`src/rtl/ebp_pkg.sv`:
```
// package for the embedding-bag pooling block
// request, result and command types plus fixed codes; no dependencies
`default_nettype none

package ebp_pkg;

   localparam logic REQ_WRITE  = 1'b0;
   localparam logic REQ_LOOKUP = 1'b1;

   localparam logic POOL_SUM  = 1'b0;
   localparam logic POOL_MEAN = 1'b1;

   localparam logic CSR_POOLING_MODE = 1'b0;
   localparam logic CSR_EMB_DIM_USED = 1'b1;

   localparam logic [4:0] EMB_DIM_RESET = 5'd16;

   localparam logic signed [15:0] Q88_MAX = 16'sh7FFF;
   localparam logic signed [15:0] Q88_MIN = 16'sh8000;

   typedef struct packed {
      logic               req_type;
      logic [9:0]         row_index;
      logic [3:0]         column;
      logic signed [15:0] weight_value;
      logic               last_in_bag;
   } request_type;

   typedef struct packed {
      logic signed [15:0] pooled_value;
      logic [3:0]         out_column;
      logic               last_of_bag;
   } result_type;

   typedef struct packed {
      logic wr_en;
      logic lookup_load;
      logic acc_issue;
      logic acc_read;
      logic emit_sum;
      logic div_start;
      logic emit_div;
      logic last_col;
      logic clear;
   } ebp_cmd_type;

endpackage

`default_nettype wire

```
`src/rtl/ebp_ctrl.sv`:
```
// controller: sequences writes, per-column accumulation and the bag's results
// uses ebp_pkg command type and codes
`default_nettype none

module ebp_ctrl #(
   parameter int MAX_DIM = 16
) (
   input  wire logic                clock,
   input  wire logic                reset,
   input  wire logic                start,
   input  wire logic                req_kind,
   input  wire logic                req_last,
   input  wire logic                mean_mode,
   input  wire logic [$clog2(MAX_DIM+1)-1:0] n_cols,
   input  wire logic                div_done,
   output logic                     busy,
   output ebp_pkg::ebp_cmd_type     cmd,
   output logic [((MAX_DIM > 1) ? $clog2(MAX_DIM) : 1)-1:0] col
);

   localparam int CW = (MAX_DIM > 1) ? $clog2(MAX_DIM) : 1;
   localparam int NW = $clog2(MAX_DIM + 1);

   localparam logic [2:0] ST_IDLE  = 3'd0;
   localparam logic [2:0] ST_ACC   = 3'd1;
   localparam logic [2:0] ST_DRAIN = 3'd2;
   localparam logic [2:0] ST_RD    = 3'd3;
   localparam logic [2:0] ST_EVAL  = 3'd4;
   localparam logic [2:0] ST_DIV   = 3'd5;
   localparam logic [2:0] ST_CLEAR = 3'd6;

   logic [2:0]    state_ff, state_in;
   logic [CW-1:0] col_ff, col_in;
   logic          last_ff, last_in;
   logic          at_last;

   assign at_last = col_ff == CW'(n_cols - NW'(1));

   always_comb begin
      state_in = state_ff;
      col_in   = col_ff;
      last_in  = last_ff;
      cmd      = '0;
      cmd.last_col = at_last;
      case (state_ff)
         ST_IDLE: begin
            if (start) begin
               if (req_kind == ebp_pkg::REQ_WRITE) begin
                  cmd.wr_en = 1'b1;
               end else begin
                  cmd.lookup_load = 1'b1;
                  last_in  = req_last;
                  col_in   = '0;
                  state_in = ST_ACC;
               end
            end
         end
         ST_ACC: begin
            cmd.acc_issue = 1'b1;
            if (at_last) begin
               state_in = ST_DRAIN;
            end else begin
               col_in = col_ff + CW'(1);
            end
         end
         ST_DRAIN: begin
            col_in   = '0;
            state_in = last_ff ? ST_RD : ST_IDLE;
         end
         ST_RD: begin
            cmd.acc_read = 1'b1;
            state_in = ST_EVAL;
         end
         ST_EVAL: begin
            if (mean_mode == ebp_pkg::POOL_MEAN) begin
               cmd.div_start = 1'b1;
               state_in = ST_DIV;
            end else begin
               cmd.emit_sum = 1'b1;
               if (at_last) begin
                  state_in = ST_CLEAR;
               end else begin
                  col_in   = col_ff + CW'(1);
                  state_in = ST_RD;
               end
            end
         end
         ST_DIV: begin
            if (div_done) begin
               cmd.emit_div = 1'b1;
               if (at_last) begin
                  state_in = ST_CLEAR;
               end else begin
                  col_in   = col_ff + CW'(1);
                  state_in = ST_RD;
               end
            end
         end
         ST_CLEAR: begin
            cmd.clear = 1'b1;
            state_in = ST_IDLE;
         end
         default: begin
            state_in = ST_IDLE;
         end
      endcase
   end

   always_ff @(posedge clock) begin
      if (reset) begin
         state_ff <= ST_IDLE;
         last_ff  <= 1'b0;
      end else begin
         state_ff <= state_in;
         last_ff  <= last_in;
      end
      col_ff <= col_in;
   end

   assign busy = state_ff != ST_IDLE;
   assign col  = col_ff;

endmodule

`default_nettype wire

```
`config.mk`:
```
export PLATFORM = sky130hd
export DESIGN_NAME = ebp_ctrl
export DESIGN_NICKNAME = d
export VERILOG_FILES = /design/src/rtl/ebp_pkg.sv /design/src/rtl/ebp_ctrl.sv
export SDC_FILE = /design/constraint.sdc
export NUM_CORES = 1
export LEC_CHECK = 0
export ABC_AREA = 0
export BUFFER_PORTS_ARGS = -buffer_cell sky130_fd_sc_hd__buf_4
export CORE_AREA = 2 2 57 59
export CTS_BUF_LIST = sky130_fd_sc_hd__clkbuf_8
export DETAILED_ROUTE_END_ITERATION = 12
export DIE_AREA = 0 0 59 61
export GPL_TIMING_DRIVEN = 0
export PLACE_DENSITY = 0.56
export SLEW_MARGIN = 0
export SYNTH_ARGS = -nofsm -noshare
export SYNTH_HDL_FRONTEND = slang
export SYNTH_SLANG_ARGS = --single-unit
```
`constraint.sdc`:
```
create_clock -name clock -period 2.3 [get_ports clock]
set_clock_uncertainty 0.2 [all_clocks]
set_input_delay 0.23 -clock clock [delete_from_list [all_inputs] [get_ports clock]]
set_output_delay 0.23 -clock clock [all_outputs]
set_load 0.05 [all_outputs]
```
### Word-level counts from Yosys, hierarchy flattened

Cells that the tools add are included.

| word-level totals | value |
|---|---|
| register bits after elaboration | 8 |
| latch bits | 0 |
| memory bits (writable) | 0 |
| bits in read-only memories | 0 |
| bits of input ports | 12 |
| output and inout bits | 14 |
| logic and storage cells | 49 |
| memories | 0 |

| cells by class | value |
|---|---|
| $add $sub $neg | 2 |
| multipliers | 0 |
| divide/modulo/power cells | 0 |
| order comparisons | 0 |
| equal/unequal tests | 12 |
| shift-type cells | 0 |
| muxes and demuxes | 26 |
| bitwise operators | 0 |
| reductions and logical operators | 6 |

Operator list:

| cell | count |
|---|---|
| 4-bit 2-to-1 mux | 5 |
| 4-bit case mux with 5 select lines | 1 |
| 3-bit 2-to-1 mux | 6 |
| 3-bit case mux with 6 select lines | 1 |
| 2-bit inequality test, second input constant | 5 |
| 3-bit == test, second input constant | 3 |
| 1-bit 2-to-1 mux | 9 |
| 2-bit 2-to-1 mux | 4 |
| 3-bit by 2-bit == test with 1-bit output, second input constant | 2 |
| 5-bit AND reduction | 1 |
| 5-bit nonzero test | 1 |
| 4-bit by 1-bit adder with 4-bit output, second input constant | 1 |
| 4-bit == test | 1 |
| 4-bit AND reduction | 1 |
| 4-bit by 1-bit subtractor with 4-bit output, second input constant | 1 |
| 3-bit by 1-bit == test with 1-bit output, second input constant | 1 |
| 3-bit zero test | 1 |
| 3-bit AND reduction | 1 |
| 3-bit nonzero test | 1 |

### Logic depth before layout (Yosys ltp)

| logic depth | value |
|---|---|
| depth after elaboration | 5 |
| depth in mapped cells | 7 |
| gate-level depth less buffers | 6 |

### Worst setup path before layout

No wires, ideal clock.

| timing path | value |
|---|---|
| path kind | reg2reg |
| start | reg state_ff[0] |
| end | reg col_ff[0], in the netlist col[0] (enable) |
| setup time | 0.344 ns |
| arrival time | 1.994 ns |
| data required time | 1.756 ns |
| path slack | -0.238 ns |
| cell stages (with the launch flop) | 5 |
| path buffers | 2 |
| clock period less this slack | 2.538 ns |
| cells stage by stage | dfxtp_1 clkbuf_1 buf_2 nor3_1 a211oi_1 |

| between the ends | value |
|---|---|
| word-level cells in the longest chain between the ends | 3 |
| elaborated cells between the ends (all ways) | 11 |
| those cells by class | eq/ne: 8; reduce/logical: 3 |

RTL lines:

| item | RTL line | source |
|---|---|---|
| start: declaration | ebp_ctrl.sv:32 | `logic [2:0] state_ff, state_in;` |
| start signal: assignment | ebp_ctrl.sv:114 | `state_ff <= state_in;` |
| 3-bit == test, or another cell as far along | ebp_ctrl.sv:45 | `case (state_ff)` |
| 5-bit nonzero test (no line) or 2-bit inequality test (tied branches) | - |  |
| 5-bit AND reduction (no line) (*) | - |  |
| end signal: assignment | ebp_ctrl.sv:117 | `col_ff <= col_in;` |
| end: declaration | ebp_ctrl.sv:33 | `logic [CW-1:0] col_ff, col_in;` |

Every way passes the cells marked *; elsewhere a longest branch is shown, timed or not.
A chain may end at the register's enable or synchronous reset.

### Worst setup path in the final report

| timing path | value |
|---|---|
| start | reg col_ff[3], in the netlist col[3] |
| end | out cmd[1] (netlist name) |

| between the ends | value |
|---|---|
| word-level cells in the longest chain between the ends | 1 |

RTL lines:

| item | RTL line | source |
|---|---|---|
| 4-bit == test | ebp_ctrl.sv:37 | `assign at_last = col_ff == CW'(n_cols - NW'(1));` |
| end: declaration | ebp_ctrl.sv:17 | `output ebp_pkg::ebp_cmd_type cmd,` |

No other way between the ends.

==> impl_metrics.tcl <==
set metrics [dict create \
    grt_pass1_wl_um 3120 \
    power.density_nw_per_um2 1010 \
    ys_types 38 \
    setup_tns_ps 0 \
    synth_area_sq_um 726 \
    synth_edf_count 4 \
    drv_slew 0 \
    die-height_um 61 \
    dieArea_sq_um 3600 \
    reg2reg_to "col[0]" \
    cts_num_sinks 8 \
    ir_worst_vdd_uv 402 \
    port_buffers 24 \
    overflow 0 \
    rsz0062_at_grt "no" \
    rows 20 \
    vias 753 \
    holdWs_ps 42.2 \
    hp-start "req_last" \
    clk_pin_slew_ps 50 \
    drc_errors 0 \
    syn_avg_cell_area_sq_um 8.15 \
    outcome "complete, no violations" \
    finalCriticalPeriod_ps 2150 \
    r2r_slack_ps 360 \
    fin_cells 151 \
    report.final.hold_viol_count 0 \
    htree_num_levels 1 \
    slowest_stage "edfxtp_1" \
    critPathArrivalTime_ps 1720 \
    drtAntennaViolNets 0 \
    finish.utilization_pct 34.4 \
    grt_start_max_net_pins 11 \
    yosysSeqAreaShare_pct 27.6 \
    fmax_mhz 464 \
    grtUsageTotal_pct 11.5 \
    use_met1_pct 14.7 \
    reg2regPathDepth 4 \
    rr_startpoint "state_ff[1]" \
    cts_buffers 3 \
    die_width_um 59 \
    grt_busiest_layer "met2" \
    synth-seq-cells 8 \
    max_stage_delay_ps 470 \
    grt_util_met3_pct 4.05 \
    cp_cell_sequence "xnor2_2 -> xor2_2 -> nand2_2 -> inv_1 -> buf_4 -> buf_4" \
    gp_congestion 0.847 \
    design.portCount 26 \
    yosys_warnings 0 \
    clkLatencyLatePin_ps 230 \
    cts_tree "built" \
    first_pass_iters 6 \
    antenna_cells 0 \
    synth_ff_type "edfxtp_1" \
    post_drt_wl_per_cell_um 12.7 \
    use_met2_pct 19.0 \
    cp-end-kind "primary output" \
    syn2layout_area_growth_pct 40.2 \
    relSlewSlack_pct 68.1 \
    drtIter0Drc 27 \
    wirelength_um 1910 \
    required_ps 1870 \
    startpoint_type "register" \
    netlist_instances 89 \
    drive_gt1_share_pct 33.1 \
    synth-async-reset-ratio_pct 0 \
    final.period_utilization_pct 93.7 \
    setup_violations 0 \
    synth_fp_nets 103 \
    cp_max_fo 5 \
    worstSetupPathType "register to primary output" \
    hold_depth 3 \
    cts.path.max_buffers 2 \
    vias_per_cell 4.99 \
    fin_nets 133 \
    antenna_found_initial 0 \
    start_util_pct 24.6 \
    cp_common_cell "buf_4" \
    fp.coreArea_sq_um 2950 \
    cap_violations 0 \
    worst_pin_slew_ps 477 \
    first_global_vias 691 \
    cts-root-buf "clkbuf_8" \
    leakage_uw 0.000462 \
    hold_class "primary input to register" \
    min_delay_worst_endpoint "last_ff" \
    hpwl_um 1420 \
    post-place-cells 146 \
]
## cell usage after synthesis (2+ instances only)
library cell  number  area share (%)
nand2_1            9             4.7
inv_1              7             3.6
nor2_1             6             3.1
nand3_1            5             3.4
nor3_1             5             3.4
o21ai_0            5             3.4
a21oi_1            4             2.8
dfxtp_1            4              11
edfxtp_1           4              17
nand2b_1           3             2.6
nor3b_1            3             3.1
a221oi_1           2             2.4
buf_2              2             1.4
clkbuf_1           2             1.0
ha_1               2             3.4
nand4_1            2             1.7
nor2b_1            2             1.7
xor2_1             2             2.4
## cell families after synthesis
family | after synthesis | synth area share (%)
AOI/OAI and AO/OA | 19 | 18.3
muxes | 1 | 1.38
buffers and inverters | 12 | 7.07
DFF | 8 | 27.6
xor gates and xnor gates | 6 | 11.2
and+or+nand+nor | 41 | 31.0
adders and majority gates | 2 | 3.45
## where the power goes
| group | switching, uW | leakage (uW) | internal [uW] |
|---|---|---|---|
| clock network | 61.4 | 0.0000269 | 116 |
| registers | 50.1 | 0.0000732 | 200 |
| logic | 392 | 0.000362 | 205 |
## critical path: cells and delay by family (launching register included)
kind	cells	cell delay, ps
XOR/XNOR	2	530
buffers and inverters	3	350
flip-flops	1	470
AND/OR/NAND/NOR	1	130
## registers in the layout, indices dropped and copies added, names as in the netlist
register  cells
last_ff       1
col           4
state_ff      3
## worst max-delay path by stage
stage	from	end	slack, ps
6_report	col[3]	cmd[1]	150
5_1_grt	col[3]	cmd[1]	60
4_1_cts	state_ff[1]	col[0]	130
3_5_place_dp	state_ff[1]	col[2]	140
3_3_place_gp	state_ff[1]	col[2]	180
2_1_floorplan	state_ff[0]	cmd[4]	170
## per-layer routing
layer  wire length, um  part of all wire [%]
met5                 0                     0
met2               867                    45
met1               908                    47
met3               136                   7.1
met4                 0                     0
## placed cells by master, fill, tap and decap left out, drive strengths merged, types with 5 or more instances in the layout
master,instances
nor2,6
buf,27
nor3,6
inv,8
nand2,10
o21ai,5
nand3,5
clkbuf,5
## cell type report
type,count,area [sq um]
fillers,331,1940
multi-input cells,69,489
inverters,7,26.3
flip-flops and latches,8,200
plain buffers,5,25.0
clock buffers,3,41.3
well taps,33,41.3
clock inverters,1,3.75
repair buffers,25,190
## metrics by stage
stage / worst slack [ps] / cell area, sq um / total power (uW)
detailed placement: 143 / 957 / 844
global route: 60.5 / 1020 / 1090
finish: 145 / 1020 / 1030
CTS: 133 / 1010 / 1030
floorplan: 168 / 736 / 681
global placement: 179 / 957 / 834
## what timing repair did
item	in CTS	in global routing
hold buffers	1	0
setup buffers	0	0
resized for setup	0	1
endpoints found under the hold margin	2	0
endpoints found under the setup margin	0	4
(Power assumes the default switching activity.)
